[src/sv/torf_pkg.sv]
// shared types and codes for the telnet option refusing rx filter
// no dependencies; imported by the front, queue, back and top modules of the block
package torf_pkg;

    // telnet command codes
    localparam logic [7:0] CODE_IAC  = 8'hFF;
    localparam logic [7:0] CODE_WILL = 8'hFB;
    localparam logic [7:0] CODE_WONT = 8'hFC;
    localparam logic [7:0] CODE_DO   = 8'hFD;
    localparam logic [7:0] CODE_DONT = 8'hFE;
    localparam logic [7:0] CODE_CR   = 8'h0D;

    // default depth of the command queue between front and back
    localparam int unsigned QUEUE_DEPTH = 2;

    // receive parse state
    typedef enum logic [1:0] {
        PS_NORMAL = 2'd0,
        PS_IAC    = 2'd1,
        PS_REFUSE = 2'd2,
        PS_DENY   = 2'd3
    } t_parse_state;

    // beat of a three-byte negotiation reply
    typedef enum logic [1:0] {
        BEAT_IAC    = 2'd0,
        BEAT_VERB   = 2'd1,
        BEAT_OPTION = 2'd2
    } t_beat;

    // one queued job: a data byte or a reply iac verb option
    typedef struct packed {
        logic       is_reply;
        logic [7:0] verb;
        logic [7:0] value;
    } t_cmd;

    // queue fill flags seen by front and back
    typedef struct packed {
        logic full;
        logic empty;
    } t_q_status;

endpackage

[src/sv/torf_front.sv]
// front end: accepts received bytes, runs the telnet parse state
// and pushes data or reply jobs; depends on torf_pkg
module torf_front import torf_pkg::*; (
    input  logic       i_clk,
    input  logic       i_rst_n,
    input  logic       i_valid,
    output logic       o_ready,
    input  logic [7:0] i_data,
    input  t_q_status  i_q_status,
    output logic       o_push,
    output t_cmd       o_cmd
);

    t_parse_state r_state;
    t_parse_state n_state;
    logic         w_accept;

    // take a byte whenever the queue has room
    assign o_ready  = !i_q_status.full;
    assign w_accept = i_valid && o_ready;

    // parse state register
    always_ff @(posedge i_clk) begin
        if (!i_rst_n) begin
            r_state <= PS_NORMAL;
        end else begin
            r_state <= n_state;
        end
    end

    // classify the byte against the current state
    always_comb begin
        n_state = r_state;
        o_push  = 1'b0;
        o_cmd   = '0;
        unique case (r_state)
            PS_NORMAL: begin
                if (i_data == CODE_IAC) begin
                    n_state = PS_IAC;
                end else if (i_data != CODE_CR) begin
                    o_push      = 1'b1;
                    o_cmd.value = i_data;
                end
            end
            PS_IAC: begin
                unique case (i_data) inside
                    CODE_IAC: begin
                        o_push      = 1'b1;
                        o_cmd.value = CODE_IAC;
                        n_state     = PS_NORMAL;
                    end
                    CODE_WILL, CODE_WONT: n_state = PS_REFUSE;
                    CODE_DO, CODE_DONT:   n_state = PS_DENY;
                    default:              n_state = PS_NORMAL;
                endcase
            end
            PS_REFUSE: begin
                o_push         = 1'b1;
                o_cmd.is_reply = 1'b1;
                o_cmd.verb     = CODE_DONT;
                o_cmd.value    = i_data;
                n_state        = PS_NORMAL;
            end
            PS_DENY: begin
                o_push         = 1'b1;
                o_cmd.is_reply = 1'b1;
                o_cmd.verb     = CODE_WONT;
                o_cmd.value    = i_data;
                n_state        = PS_NORMAL;
            end
            default: n_state = PS_NORMAL;
        endcase
        // nothing moves without a handshake
        if (!w_accept) begin
            n_state = r_state;
            o_push  = 1'b0;
        end
    end

endmodule

[src/sv/torf_queue.sv]
// short job queue that decouples the parser from the output sequencer
// depends on torf_pkg for the job and status types
module torf_queue import torf_pkg::*; #(
    parameter int unsigned DEPTH = QUEUE_DEPTH
) (
    input  logic      i_clk,
    input  logic      i_rst_n,
    input  logic      i_push,
    input  t_cmd      i_cmd,
    input  logic      i_pop,
    output t_cmd      o_head,
    output t_q_status o_status
);

    localparam int unsigned IDX_W = (DEPTH > 1) ? $clog2(DEPTH) : 1;
    localparam int unsigned CNT_W = $clog2(DEPTH + 1);

    t_cmd             r_mem [DEPTH];
    logic [IDX_W-1:0] r_wr_ptr;
    logic [IDX_W-1:0] r_rd_ptr;
    logic [CNT_W-1:0] r_count;
    logic             w_push;
    logic             w_pop;

    assign o_status.full  = (r_count == CNT_W'(DEPTH));
    assign o_status.empty = (r_count == '0);
    assign o_head         = r_mem[r_rd_ptr];

    assign w_push = i_push && !o_status.full;
    assign w_pop  = i_pop && !o_status.empty;

    // pointers and fill count
    always_ff @(posedge i_clk) begin
        if (!i_rst_n) begin
            r_wr_ptr <= '0;
            r_rd_ptr <= '0;
            r_count  <= '0;
        end else begin
            if (w_push) begin
                r_wr_ptr <= (r_wr_ptr == IDX_W'(DEPTH - 1)) ? '0 : r_wr_ptr + 1'b1;
            end
            if (w_pop) begin
                r_rd_ptr <= (r_rd_ptr == IDX_W'(DEPTH - 1)) ? '0 : r_rd_ptr + 1'b1;
            end
            if (w_push && !w_pop) begin
                r_count <= r_count + 1'b1;
            end else if (w_pop && !w_push) begin
                r_count <= r_count - 1'b1;
            end
        end
    end

    // job storage
    always_ff @(posedge i_clk) begin
        if (w_push) begin
            r_mem[r_wr_ptr] <= i_cmd;
        end
    end

endmodule

[src/sv/torf_back.sv]
// back end: turns queued jobs into output words, one word per cycle while the
// output is not stalled, through a registered output stage; depends on torf_pkg
module torf_back import torf_pkg::*; (
    input  logic       i_clk,
    input  logic       i_rst_n,
    input  t_cmd       i_head,
    input  t_q_status  i_q_status,
    output logic       o_pop,
    output logic       o_valid,
    input  logic       i_ready,
    output logic [7:0] o_byte,
    output logic       o_kind,
    output logic       o_last
);

    t_beat      r_beat;
    t_beat      n_beat;
    logic       r_valid;
    logic       n_valid;
    logic [7:0] r_byte;
    logic [7:0] n_byte;
    logic       r_kind;
    logic       n_kind;
    logic       r_last;
    logic       n_last;
    logic       w_load;

    // output register is free when empty or being taken
    assign w_load  = !r_valid || i_ready;
    assign o_valid = r_valid;
    assign o_byte  = r_byte;
    assign o_kind  = r_kind;
    assign o_last  = r_last;

    // control registers
    always_ff @(posedge i_clk) begin
        if (!i_rst_n) begin
            r_beat  <= BEAT_IAC;
            r_valid <= 1'b0;
        end else begin
            r_beat  <= n_beat;
            r_valid <= n_valid;
        end
    end

    // output payload
    always_ff @(posedge i_clk) begin
        r_byte <= n_byte;
        r_kind <= n_kind;
        r_last <= n_last;
    end

    // sequence the head job into words
    always_comb begin
        n_beat  = r_beat;
        n_valid = r_valid && !i_ready;
        n_byte  = r_byte;
        n_kind  = r_kind;
        n_last  = r_last;
        o_pop   = 1'b0;
        if (w_load && !i_q_status.empty) begin
            n_valid = 1'b1;
            if (!i_head.is_reply) begin
                n_byte = i_head.value;
                n_kind = 1'b0;
                n_last = 1'b1;
                o_pop  = 1'b1;
            end else begin
                n_kind = 1'b1;
                unique case (r_beat)
                    BEAT_IAC: begin
                        n_byte = CODE_IAC;
                        n_last = 1'b0;
                        n_beat = BEAT_VERB;
                    end
                    BEAT_VERB: begin
                        n_byte = i_head.verb;
                        n_last = 1'b0;
                        n_beat = BEAT_OPTION;
                    end
                    BEAT_OPTION: begin
                        n_byte = i_head.value;
                        n_last = 1'b1;
                        n_beat = BEAT_IAC;
                        o_pop  = 1'b1;
                    end
                    default: begin
                        n_valid = r_valid && !i_ready;
                        n_beat  = BEAT_IAC;
                    end
                endcase
            end
        end
    end

endmodule

[src/sv/telnet_option_refusing_rx_filter_core.sv]
// an accepted byte's job is written into the job queue, then loaded into the registered output stage
// throughput: one input byte per cycle while the job queue has room; an option byte
// gives a three-word reply, which holds the output while the job queue absorbs input
// the input stalls only when the job queue fills behind a slow or busy output
// reset (i_rst_n low, synchronous) returns the parser to normal data state and
// empties the queue and the output stage
module telnet_option_refusing_rx_filter_core import torf_pkg::*; #(
    parameter int unsigned P_QUEUE_DEPTH = QUEUE_DEPTH
) (
    input  logic       i_clk,
    input  logic       i_rst_n,
    input  logic       i_s_axis_tvalid,
    output logic       o_s_axis_tready,
    input  logic [7:0] i_s_axis_tdata,   // [7:0] rx_byte
    output logic       o_m_axis_tvalid,
    input  logic       i_m_axis_tready,
    output logic [7:0] o_m_axis_tdata,   // [7:0] out_byte
    output logic       o_m_axis_tuser,   // [0] out_kind
    output logic       o_m_axis_tlast
);

    t_q_status w_q_status;
    t_cmd      w_push_cmd;
    t_cmd      w_head;
    logic      w_push;
    logic      w_pop;

    // parser
    torf_front u_front (
        .i_clk      (i_clk),
        .i_rst_n    (i_rst_n),
        .i_valid    (i_s_axis_tvalid),
        .o_ready    (o_s_axis_tready),
        .i_data     (i_s_axis_tdata),
        .i_q_status (w_q_status),
        .o_push     (w_push),
        .o_cmd      (w_push_cmd)
    );

    // job queue
    torf_queue #(
        .DEPTH (P_QUEUE_DEPTH)
    ) u_queue (
        .i_clk    (i_clk),
        .i_rst_n  (i_rst_n),
        .i_push   (w_push),
        .i_cmd    (w_push_cmd),
        .i_pop    (w_pop),
        .o_head   (w_head),
        .o_status (w_q_status)
    );

    // output sequencer
    torf_back u_back (
        .i_clk      (i_clk),
        .i_rst_n    (i_rst_n),
        .i_head     (w_head),
        .i_q_status (w_q_status),
        .o_pop      (w_pop),
        .o_valid    (o_m_axis_tvalid),
        .i_ready    (i_m_axis_tready),
        .o_byte     (o_m_axis_tdata),
        .o_kind     (o_m_axis_tuser),
        .o_last     (o_m_axis_tlast)
    );

endmodule

[config.mk]
export PLATFORM = sky130hd
export DESIGN_NAME = telnet_option_refusing_rx_filter_core
export DESIGN_NICKNAME = d
export VERILOG_FILES = /design/src/sv/torf_pkg.sv /design/src/sv/torf_front.sv /design/src/sv/torf_queue.sv /design/src/sv/torf_back.sv /design/src/sv/telnet_option_refusing_rx_filter_core.sv
export SDC_FILE = /design/constraint.sdc
export NUM_CORES = 1
export LEC_CHECK = 0
export BUFFER_PORTS_ARGS = -buffer_cell sky130_fd_sc_hd__buf_2
export CORE_MARGIN = 3
export CORE_UTILIZATION = 56
export CTS_CLUSTER_SIZE = 30
export DETAILED_ROUTE_END_ITERATION = 10
export MAX_ROUTING_LAYER = met4
export PLACE_DENSITY = 0.78
export REMOVE_ABC_BUFFERS = 1
export SLEW_MARGIN = 20
export SYNTH_ARGS = -nofsm -noshare
export SYNTH_HDL_FRONTEND = slang
export SYNTH_SLANG_ARGS = --single-unit
[constraint.sdc]
create_clock -name i_clk -period 2.5 [get_ports i_clk]
set_input_delay 0.125 -clock i_clk [delete_from_list [all_inputs] [get_ports i_clk]]
set_output_delay 0.125 -clock i_clk [all_outputs]
set_load 0.005 [all_outputs]
## After elaboration in Yosys (flattened, before gate mapping)

Memory sizes are Yosys's and may differ from the RTL's. A register that Yosys moved wholly into a read port is not among the register bits.
Cells that the tools add are included.

- Add/subtract/negate cells: 4
- Equal/unequal tests: 15
- Muxes and demuxes: 32
- Reductions and logical operators: 27

Operators with widths:

| operator | count |
|---|---|
| $pmux 8 s3 | 2 |
| $eq 8x8->1 const B | 5 |
| $mux 8 | 4 |
| $pmux 9 s2 | 1 |
| $mux 1 | 17 |
| $eq 2x2->1 const B | 4 |
| $ne 8x4->1 const B | 1 |
| $pmux 2 s2 | 2 |
| $reduce_and 2->1 | 4 |
| $reduce_or 2->1 | 4 |
| $logic_and 1x1->1 | 7 |
| $logic_not 1->1 | 6 |
| $logic_not 2->1 | 3 |
| $mux 2 | 3 |
| $pmux 2 s3 | 1 |
| $eq 2x1->1 const B | 2 |
| $ne 4x4->1 const B | 1 |
| $ne 3x3->1 const B | 1 |
| $pmux 1 s3 | 1 |
| $reduce_or 3->1 | 1 |
| $add 1x1->1 const B | 2 |
| $add 2x1->2 const B | 1 |
| $ne 2x1->1 const B | 1 |
| $pmux 1 s2 | 1 |
| 3 further kinds | 3 |

- Bits in registers: 19
- Memory bits (writable): 34
- Output and inout bits: 12
- Memories kept: 1

Memories:

| memory | depth | width | rd ports | clocked after memory_dff | write ports | RTL line | RTL |
|---|---|---|---|---|---|---|---|
| u_queue.r_mem | 2 | 17 | 1 | 1 | 1 | torf_queue.sv:18 | `t_cmd r_mem [DEPTH];` |

## Logic depth before layout (Yosys ltp)

Gate-level depths: netlist of run 1.

- Depth after elaboration: 10
- Mapped depth: 9
- Mapped depth without buffers: 9

## Hierarchy

From an unflattened synthesis of run 1, not the netlist that was laid out.

- Cells, all modules: 217
- Area, all modules: 2675.1 um^2

By module, submodules not included:

| module | times used | cells an instance | area an instance (um^2) |
|---|---|---|---|
| torf_queue | 1 | 78 | 1458.9 |
| torf_back | 1 | 69 | 735.7 |
| torf_front | 1 | 70 | 480.5 |

## Worst setup path after synthesis of run 1

Ideal clock, no wire load.

- Path type: register to register
- Start: register u_queue.r_count[0]
- End: memory u_queue.r_mem[0][0] in the netlist's numbering, enable pin
- Setup time: 0.377 ns
- Arrival time: 1.440 ns
- Slack: 0.682 ns
- Stages on the path, launching flop included: 6
- Buffers on the path: 0
- Clock period less this slack: 1.818 ns
- Cell sequence: dfxtp_1 -> nand2b_1 -> nand2_1 -> a21oi_1 -> o21a_4 -> nor2b_1

- Word-level cells in the longest chain between the ends: 7

RTL lines:

| element | RTL line | RTL |
|---|---|---|
| from (decl) | torf_queue.sv:21 | `logic [CNT_W-1:0] r_count;` |
| from (signal assigned) | torf_queue.sv:46 | `r_count <= r_count + 1'b1;` |
| from (signal assigned) | torf_queue.sv:48 | `r_count <= r_count - 1'b1;` |
| $eq 2x2->1 * | torf_queue.sv:25 | `assign o_status.full = (r_count == CNT_W'(DEPTH));` |
| $logic_not 1->1 * | torf_front.sv:19 | `assign o_ready = !i_q_status.full;` |
| via o_s_axis_tready | telnet_option_refusing_rx_filter_core.sv:13 | `output logic o_s_axis_tready,` |
| $logic_and 1x1->1 | torf_front.sv:20 | `assign w_accept = i_valid && o_ready;` |
| $mux 1 | torf_front.sv:74 | `if (!w_accept) begin` |
| $logic_and 1x1->1 * | torf_queue.sv:29 | `assign w_push = i_push && !o_status.full;` |
| via u_queue.w_push | torf_queue.sv:22 | `logic w_push;` |
| $mux 1 * | torf_queue.sv:55 | `if (w_push) begin` |
| $mux 1 (implied by the code) * | torf_queue.sv:56 | `r_mem[r_wr_ptr] <= i_cmd;` |
| to (decl) | torf_queue.sv:18 |  |

The timed path passes the listed nets; every way through them passes the cells marked *.

==> summary.md, run 1 <==
| Metric | Value |
|---|---|
| CTS tree | yes |
| Clk_lat worst skew | 0.33 ns |
| Hold Crit Class | input pin to flop |
| Layout cells sized above 1 | 0.2283 |
| Area leader, netlist | edfxtp_1 |
| Fin crit share | 0.7960 |
| Mapped Area | 0.001798 mm2 |
| Initial DRC Count | 42 |
| Max-cap violations | 0 |
| Synth top area share | 0.5010 |
| Sink Count | 40 |
| Total Routing Usage GR | 0.1665 |
| Detailed Routing Iterations Pass 1 | 4 |
| Most frequent cells in the layout | edfxtp_1, buf_2, nor2_1 |
| Post-DP HPWL | 2183 um |
| Layout Nets | 200 |
| Pwr dens | 990.9 mW/mm2 |
| Total core area | 0.002900 mm2 |
| CTS resizes | 0 |
| Diodes inserted | 0 |
| Synthesis-stage register bit count | 40 |
| Slew @ Worst Pin | 0.6864 ns |
| Total power | 0.002022 W |
| CTS Buf Count | 5 |
| Wire length on met3 | 168 um |
| First-pass GRT wire length | 4850 um |
| Most common cell after layout, fill and taps aside | edfxtp_1 |
| Cts hold-fix bufs | 0 |
| Post-synthesis average cell area | 11.68 um2 |
| # setup viols final | 0 |
| Hold Path Cell Cnt | 3 |
| FF+latch area | 0.001101 mm2 |
| Port bufs | 23 |
| Max Freq | 502.5 MHz |
| Average routed wire per standard cell | 13.09 um |
| Antenna violations before repair | 0 |
| Final core occ | 0.7036 |
| Worst Path Max Fanout | 4 |
| Unique masters post-synth | 36 |
| Multi-input logic area | 616.8 um2 |
| Peak supply drop | 0.4607 mV |
| Outcome | completed |
| DRC viols | 0 |
| Vert. Die Dim | 62.66 um |
| Num rows | 19 |
| Post-synth EDFFs | 30 |
| Routability congestion estimate | 0.7676 |
| Finished Layout Cells | 226 |
| Hold_ws | 0.04405 ns |
| Yosys warnings | 0 |
| Met2 wire length | 1474 um |
| Syn Inst Count | 154 |
| Area contributors post-synth | edfxtp_1, dfxtp_1, mux2i_1, ha_1, o21ai_0 |
| Largest net degree at the start of global routing | 13 |
| I/O pin cnt | 24 |
| CTS H-tree lvls | 2 |
| Clk slew on worst S/H paths | 0.12 ns |
| R2R cell count | 7 |
| Area Overhead vs Synth | 13.50% |
| Final number of hold-violating endpoints | 0 |
| CP startpoint kind | flop |
| DIE AREA | 0.003926 mm2 |
| Setup Buffers After CTS | 0 |
| CP endpoint kind | flop |
| Vias per inst | 5.257 |
| Final clock skew | 0.01607 ns |
| Initial cell density of the core | 0.6199 |
| RSZ-0062 raised after global routing | false |
| DP Cell Count | 218 |
| Kind of critical path | flop to flop |
| Required time of the critical path | 2.77 ns |
| DR vias | 1188 |
| Antenna viol nets, final | 0 |
| CP Data Arrival Time | 2.26 ns |
| Number of global-route vias before repair | 1085 |
| Routed wire length | 2959 um |
| Met1 WL | 1263 um |
| DR top layer | met4 |
| Post-route setup TNS | 0 ns |
| LEAKAGE | 0.8148 nW |
| Ys flop type | edfxtp_1 |
| Root Buffer | clkbuf_4 |
| Fillers | 235 |
| Slew Viols, Final | 0 |
| Slew headroom | 0.5424 |
| Sequential-to-total area share from yosys stat | 0.6124 |
| Ys async rst share | 0 |
| Total gr overflow | 0 |
| Die Width | 62.66 um |
| Maximum buffer depth of the clock tree | 2 |
| Final min period | 1.990 ns |
## routing by layer
layer / vias up / global-route usage
li1: 597 / -
met1: 544 / 0.1773
met2: 41 / 0.2823
met3: 6 / 0.04496
met4: 0 / 0.08815
met5: - / -
## Yosys cell counts, types with 2 or more instances
library cell / n
xnor2_1: 2
xor2_1: 3
inv_2: 2
nand2b_1: 2
or3_1: 2
a21oi_1: 10
dfxtp_1: 10
o21ai_1: 5
mux2i_1: 11
o21ai_0: 12
nor2b_1: 5
ha_1: 5
inv_1: 12
edfxtp_1: 30
nor2_1: 14
clkbuf_1: 2
nand2_1: 8
## critical path: stages (launching register included)
cell	delay (ns)
dfxtp_1	0.37
mux2i_1	0.38
nor2_1	0.14
inv_2	0.09
nand2_1	0.10
ha_1	0.36
or3_1	0.36
a21oi_1	0.14
## final cells by class
| cell class | count | share of cell area |
|---|---|---|
| tap | 42 | 0.02575 |
| clock buffer | 6 | 0.02023 |
| inverter | 15 | 0.02759 |
| timing repair buffer | 26 | 0.06744 |
| clock inverter | 2 | 0.01717 |
| multi-input combinational | 95 | 0.3023 |
| sequential | 40 | 0.5395 |
## flip-flops by register name (all words and copies together), names as in the netlist, named ones only
name              count
u_back.o_kind         1
u_queue.r_count       2
u_queue.r_wr_ptr      1
u_back.o_byte         8
u_back.r_beat         2
u_queue.r_mem        20
u_front.r_state       2
u_back.o_valid        1
u_back.o_last         1
u_queue.r_rd_ptr      1
## metrics by stage
step	setup slack (ns)	cell area (um2)
finish	0.5101	2041
global route	0.3685	2041
CTS	0.5203	2041
detailed placement	0.5444	1964
global placement	0.6811	1964
floorplan	0.3516	1774
## report_power, final
part / switching [W] / internal [W] / leakage [nW] / total (W)
Clock: 0.000193 / 0.000210 / 0.0422 / 0.000403
Combinational: 0.000377 / 0.000256 / 0.409 / 0.000633
Sequential: 0.0000578 / 0.000929 / 0.364 / 0.000987
Total: 0.000628 / 0.00139 / 0.815 / 0.00202
## final timing paths
| kind | start | end | slack [ns] |
|---|---|---|---|
| worst max-delay path | flop | u_queue.r_count[1] | 0.51 |
| worst min register to register | u_queue.r_wr_ptr | u_queue.r_wr_ptr | 0.50 |
| worst min-delay path | i_rst_n | u_queue.r_wr_ptr | 0.04 |
| worst max register to register | flop | u_queue.r_count[1] | 0.51 |
## cells by family (layout without fill, tap and decap cells)
logic type                 count (synthesis)  count (layout)  share of synthesized area
AOI/OAI and AO/OA                         31              31                    0.09743
xor gates and xnor gates                   5               5                    0.02436
adders and majority gates                  5               5                    0.03479
buffers and inverters                     19              49                    0.04453
DFF                                       40              40                     0.6124
muxes                                     12              12                    0.06750
and+or+nand+nor                           42              42                     0.1190
(Power assumes the default switching activity.)
==> run 2: changes to the inputs <==
--- a/config.mk
+++ b/config.mk
@@ -5,13 +5,14 @@
 export SDC_FILE = /design/constraint.sdc
 export NUM_CORES = 1
 export LEC_CHECK = 0
+export ABC_AREA = 1
 export BUFFER_PORTS_ARGS = -buffer_cell sky130_fd_sc_hd__buf_2
 export CORE_MARGIN = 3
-export CORE_UTILIZATION = 56
+export CORE_UTILIZATION = 50
 export CTS_CLUSTER_SIZE = 30
 export DETAILED_ROUTE_END_ITERATION = 10
 export MAX_ROUTING_LAYER = met4
-export PLACE_DENSITY = 0.78
+export PLACE_DENSITY = 0.73
 export REMOVE_ABC_BUFFERS = 1
 export SLEW_MARGIN = 20
 export SYNTH_ARGS = -nofsm -noshare
==> constraint.sdc (replaced) <==
create_clock -name i_clk -period 1.7 [get_ports i_clk]
set_input_delay 0.085 -clock i_clk [delete_from_list [all_inputs] [get_ports i_clk]]
set_output_delay 0.085 -clock i_clk [all_outputs]
set_load 0.005 [all_outputs]
==> summary.md, run 2 <==
| Metric | Value |
|---|---|
| Most frequent cells in the layout | edfxtp_1, nand2_1, inv_1, buf_2, o21ai_0 |
| Hold Crit Class | input pin to flop |
| Switching power total | 0.001145 W |
| Net Sw Frac | 0.3255 |
| Pwr dens | 1623 mW/mm2 |
| First-pass GRT wire length | 4912 um |
| Largest net degree at the start of global routing | 13 |
| Worst reg-to-reg setup slack | 0.10 ns |
| Slew Viols, Final | 0 |
| Final min period | 1.595 ns |
| FF-to-FF End | u_back.o_byte[6] |
| Sequential-to-total area share from yosys stat | 0.6141 |
| CTS H-tree lvls | 2 |
| Vert. Die Dim | 65.88 um |
| Slew @ Worst Pin | 0.3839 ns |
| DR vias | 1300 |
| RSZ-0062 raised after global routing | true |
| Mapped Area | 0.001793 mm2 |
| Area Overhead vs Synth | 20.94% |
| Area leader, netlist | edfxtp_1 |
| Worst setup path endpoint | u_back.o_byte[6] |
| Post-synth EDFFs | 30 |
| Area post-placement | 0.002039 mm2 |
| Vias per inst | 5.000 |
| Peak supply drop | 0.9089 mV |
| Synth top area share | 0.5024 |
| Ys async rst share | 0 |
| LEAKAGE | 0.9274 nW |
| Number of global-route vias before repair | 1161 |
| P_int | 0.002374 W |
| Worst Path Max Fanout | 8 |
| Post-synthesis average cell area | 10.36 um2 |
| Logic gate share of total power | 0.384 |
| CP startpoint kind | flop |
| Most common cell in the netlist | nand2_1 |
| Final number of hold-violating endpoints | 0 |
| Antenna viol nets, final | 0 |
| Yosys warnings | 0 |
| Initial DRC Count | 67 |
| Cts hold-fix bufs | 0 |
| Hold_ws | 0.06737 ns |
| Sequential share of power | 0.449 |
| Diodes inserted | 0 |
| Most common cell after layout, fill and taps aside | edfxtp_1 |
| Initial cell density of the core | 0.5290 |
| Fillers | 271 |
| Average routed wire per standard cell | 11.72 um |
| Area contributors post-synth | edfxtp_1, dfxtp_1, nand2_1, o21ai_0, inv_1 |
| Clk slew on worst S/H paths | 0.12 ns |
| CTS tree | yes |
| Finished Cell Area | 0.002168 mm2 |
| Max FFs per register | 20 |
| Fin crit share | 0.9384 |
| Layout cells sized above 1 | 0.2804 |
| DIE AREA | 0.004340 mm2 |
| DRC viols | 0 |
| Routability congestion estimate | 0.8813 |
| Max-cap violations | 0 |
| Required time of the critical path | 1.77 ns |
| Unique masters post-synth | 26 |
| Hold_sp | i_rst_n |
| Largest Register | u_queue.r_mem |
| Synthesis-stage register bit count | 40 |
| CP Data Arrival Time | 1.67 ns |
| Total core area | 0.003390 mm2 |
| # setup viols final | 0 |
| Die Width | 65.88 um |
| CTS Buf Count | 5 |
| Most frequent cells after synthesis | nand2_1, edfxtp_1, inv_1, o21ai_0, nor2_1 |
| Port bufs | 23 |
| Root Buffer | clkbuf_4 |
| Detailed Routing Iterations Pass 1 | 4 |
| Maximum buffer depth of the clock tree | 2 |
| Num rows | 21 |
| Antenna violations before repair | 0 |
| I/O pin cnt | 24 |
| Post-route setup TNS | 0 ns |
| Routed wire length | 3046 um |
| Total Routing Usage GR | 0.1602 |
| R2R cell count | 7 |
| Clk_lat worst skew | 0.34 ns |
| Max Freq | 626.8 MHz |
| Outcome | completed |
| Syn Inst Count | 173 |
| Sink Count | 40 |
| Clock power frac | 0.167 |
| Setup crit start | u_back.r_beat[0] |
| Ys flop type | edfxtp_1 |
| Layout Nets | 230 |
| CP endpoint kind | flop |
| Final clock skew | 0.02026 ns |
| Kind of critical path | flop to flop |
| Total gr overflow | 0 |
| Slew headroom | 0.7438 |
| Critical R2R Launch | u_back.r_beat[0] |
| Post-DP HPWL | 2305 um |
[run 2: cell count changes after synthesis, sizes merged, moves of 2 or more]
| cell | change |
|---|---|
| o21ai | +8 |
| or3 | -2 |
| mux2i | -3 |
| inv | +12 |
| xor2 | -3 |
| nand2b | -2 |
| nand2 | +23 |
| and3 | -2 |
| nand3 | +3 |
| nor2b | -5 |
| a21boi | +2 |
| xnor2 | -2 |
[run 2: timing repair]
| action | 4_1_cts | 5_1_grt |
|---|---|---|
| buffers inserted | 0 | 1 |
| resized for setup | 2 | 13 |
| setup endpoints to repair | 1 | 9 |
| pin swaps | 0 | 3 |
[run 2: kinds of logic (layout without fill, tap and decap cells)]
logic type | count (synthesis) | after routing | share of synthesized area
adders and majority gates | 5 | 5 | 0.03489
AOI/OAI and AO/OA | 41 | 41 | 0.1284
muxes | 8 | 8 | 0.04466
buffers and inverters | 28 | 69 | 0.05931
and+or+nand+nor | 51 | 51 | 0.1186
DFF | 40 | 40 | 0.6141
[run 2: per-layer routing]
layer / share of wire / track usage
met5: 0 / -
met4: 0.014 / 0.07772
met3: 0.056 / 0.05102
met2: 0.51 / 0.2691
met1: 0.42 / 0.1702
[run 2: how the worst min path moves through the flow]
| stage | end | slack [ns] | depth (start not counted) |
|---|---|---|---|
| after detailed placement | u_queue.r_mem[1][6] | 0.41 | 3 |
| after global routing | u_back.o_valid | 0.05 | 2 |
| after CTS | u_queue.r_count[0] | 0.05 | 3 |
| after global placement | u_queue.r_wr_ptr | 0.40 | 3 |
| final | u_queue.r_count[0] | 0.07 | 3 |
| after floorplan | u_back.o_valid | 0.20 | 1 |
[run 2: area by class of cell]
type | count | area [um2] | share of cell area
clock inverters | 2 | 35.03 | 0.01616
flip-flops and latches | 40 | 1104 | 0.5089
well taps | 46 | 57.56 | 0.02654
inverters | 26 | 97.59 | 0.04501
clock buffers | 6 | 41.29 | 0.01904
multi-input cells | 105 | 628.1 | 0.2897
repair buffers | 35 | 205.2 | 0.09463
[run 2: critical path, stage by stage (launching register included)]
cell and delay, ns:
dfxtp_2 0.36, inv_1 0.06, ha_1 0.22, nor2_4 0.10, inv_2 0.06, or2_1 0.23
o21ai_2 0.14, inv_1 0.16
[run 2: per-stage QoR]
step / power, W / setup WS [ns] / utilization / cells
floorplan: 0.002349 / -0.1484 / - / 171
global placement: 0.002782 / 0.03304 / 0.6017 / 251
detailed placement: 0.002841 / -0.02919 / 0.6017 / 251
CTS: 0.003429 / 0.02470 / 0.6257 / 259
global route: 0.003786 / -0.03588 / 0.6397 / 260
finish: 0.003519 / 0.1047 / 0.6397 / 260
[run 2: power by group through the flow]
| stage | sequential [W] | combinational, W | clock, W |
|---|---|---|---|
| after CTS | 0.00158 | 0.00125 | 0.000603 |
| after detailed placement | 0.00160 | 0.00124 | 0 |
| after floorplan | 0.00164 | 0.000708 | 0 |
| final | 0.00158 | 0.00135 | 0.000586 |
| after global routing | 0.00161 | 0.00153 | 0.000642 |
| after global placement | 0.00159 | 0.00120 | 0 |
==> run 3: changes to the inputs <==
--- a/config.mk
+++ b/config.mk
@@ -7,12 +7,13 @@
 export LEC_CHECK = 0
 export ABC_AREA = 1
 export BUFFER_PORTS_ARGS = -buffer_cell sky130_fd_sc_hd__buf_2
+export CORE_ASPECT_RATIO = 1.75
 export CORE_MARGIN = 3
-export CORE_UTILIZATION = 50
+export CORE_UTILIZATION = 60
 export CTS_CLUSTER_SIZE = 30
 export DETAILED_ROUTE_END_ITERATION = 10
 export MAX_ROUTING_LAYER = met4
-export PLACE_DENSITY = 0.73
+export PLACE_DENSITY = 0.83
 export REMOVE_ABC_BUFFERS = 1
 export SLEW_MARGIN = 20
 export SYNTH_ARGS = -nofsm -noshare
==> constraint.sdc (replaced) <==
create_clock -name i_clk -period 2 [get_ports i_clk]
set_input_delay 0.1 -clock i_clk [delete_from_list [all_inputs] [get_ports i_clk]]
set_output_delay 0.1 -clock i_clk [all_outputs]
set_load 0.005 [all_outputs]
==> summary.md, run 3 (synthesis results as in run 2) <==
| Metric | Value |
|---|---|
| Num rows | 25 |
| Post-DP HPWL | 2341 um |
| Largest Register | u_queue.r_mem |
| Total gr overflow | 0 |
| Max FFs per register | 20 |
| Number of global-route vias before repair | 1239 |
| CTS tree | yes |
| Hold Crit Class | input pin to flop |
| Required time of the critical path | 2.18 ns |
| Fin crit share | 0.9148 |
| Hold_sp | i_rst_n |
| Worst-path cell chain | o21ai_1 > nor2_4 > inv_2 > nand2_1 > ha_1 > a21oi_1 > o21ai_0 > o21ai_0 > a21oi_1 |
| Root Buffer | clkbuf_8 |
| Critical R2R Launch | u_queue.r_mem[0][15] |
| Largest net degree at the start of global routing | 15 |
| Vert. Die Dim | 78.32 um |
| Port bufs | 23 |
| Layout Nets | 222 |
| Peak supply drop | 1.166 mV |
| Most common cell after layout, fill and taps aside | nand2_1 |
| Total core area | 0.002784 mm2 |
| Fillers | 182 |
| Sink Count | 40 |
| Post-route setup TNS | 0 ns |
| Layout cells sized above 1 | 0.2039 |
| Vias per inst | 5.528 |
| R2R cell count | 9 |
| Cts hold-fix bufs | 0 |
| Clk_lat worst skew | 0.30 ns |
| I/O pin cnt | 24 |
| Final min period | 1.830 ns |
| Slew @ Worst Pin | 0.5138 ns |
| DIE AREA | 0.003706 mm2 |
| CP endpoint kind | flop |
| LEAKAGE | 0.8999 nW |
| Antenna viol nets, final | 0 |
| Final number of hold-violating endpoints | 0 |
| Average routed wire per standard cell | 13.00 um |
| Worst hold endpoint | u_queue.r_wr_ptr |
| CTS H-tree lvls | 2 |
| Max incr delay on CP | 0.36 ns |
| Initial DRC Count | 40 |
| CP Data Arrival Time | 2.01 ns |
| Outcome | completed |
| Most frequent cells in the layout | nand2_1, edfxtp_1, inv_1 |
| DP Cell Count | 224 |
| Area Overhead vs Synth | 16.96% |
| # setup viols final | 0 |
| FF-to-FF End | u_queue.r_count[1] |
| DRC viols | 0 |
| RSZ-0062 raised after global routing | false |
| Slew Viols, Final | 0 |
| Total power | 0.003045 W |
| Hold Path Cell Cnt | 3 |
| Initial cell density of the core | 0.6440 |
| Max-cap violations | 0 |
| Final clock skew | 0.004316 ns |
| Slowest cell on crit path | edfxtp_1 |
| Finished Layout Cells | 233 |
| Routed wire length | 3030 um |
| Total Routing Usage GR | 0.1892 |
| Final core occ | 0.7533 |
| Clk slew on worst S/H paths | 0.08 ns |
| Slew headroom | 0.6538 |
| Kind of critical path | flop to flop |
| CP startpoint kind | flop |
| Worst Path Max Fanout | 4 |
| Die Width | 47.32 um |
| Detailed Routing Iterations Pass 1 | 4 |
| Maximum buffer depth of the clock tree | 2 |
| DR vias | 1288 |
| Routability congestion estimate | 0.8873 |
| First-pass GRT wire length | 4892 um |
| Antenna violations before repair | 0 |
| CTS Buf Count | 5 |
| Max Freq | 546.5 MHz |
| Worst reg-to-reg setup slack | 0.17 ns |
| Pwr dens | 1452 mW/mm2 |
| Diodes inserted | 0 |
run 3: per-layer routing:
layer	share of wire	vias up	GRT usage
met1	0.36	589	0.1715
met2	0.57	39	0.3306
met4	0.031	0	0.1080
li1	-	651	-
met3	0.040	9	0.04128
met5	0	-	-
run 3: worst max-delay path by stage:
stage | from | to | cells after the start
2_1_floorplan | flop | u_queue.r_count[1] | 10
3_3_place_gp | u_back.r_beat[0] | u_queue.r_count[1] | 10
3_5_place_dp | u_back.r_beat[0] | u_queue.r_count[1] | 10
4_1_cts | u_back.r_beat[0] | u_queue.r_count[1] | 10
5_1_grt | u_queue.r_count[0] | u_queue.r_count[1] | 10
6_report | u_queue.r_mem[0][15] | u_queue.r_count[1] | 9
run 3: through the flow:
stage / instance area [um2] / hold WS, ns / setup slack (ns)
after floorplan: 1784 / 0.2176 / 0.1516
after global placement: 1956 / 0.4116 / 0.2556
after detailed placement: 1956 / 0.4211 / 0.09293
after CTS: 2071 / 0.1029 / 0.06872
after global routing: 2097 / 0.1133 / 0.04849
final: 2097 / 0.1089 / 0.1703
run 3: worst max-delay path: cells and delay by family (launching register included):
kind                     cells  cell delay, ns
AO/OA/AOI/OAI                5            0.76
flip-flops                   1            0.36
adder cells (fa/ha/maj)      1            0.34
AND/OR/NAND/NOR              2            0.16
buffers and inverters        1            0.08
run 3: final cells by class:
class | count | area (um2) | area share
multi-input cells | 105 | 604.3 | 0.2882
inverters | 26 | 97.59 | 0.04654
repair buffers | 27 | 145.1 | 0.06921
flip-flops and latches | 40 | 1101 | 0.5251
clock inverters | 3 | 46.29 | 0.02208
clock buffers | 5 | 68.82 | 0.03282
well taps | 27 | 33.78 | 0.01611
run 3: timing repair:
action | in CTS | in global routing
buffers inserted | 0 | 1
gates resized for setup | 0 | 3
endpoints found under the setup margin | 0 | 1
hold endpoints to repair | 0 | 0
run 3: power by group:
group | internal, W | switching, W | total, W
Clock | 0.000375 | 0.000283 | 0.000659
Combinational | 0.000403 | 0.000637 | 0.00104
Sequential | 0.00125 | 0.0000921 | 0.00135
Total | 0.00203 | 0.00101 | 0.00305
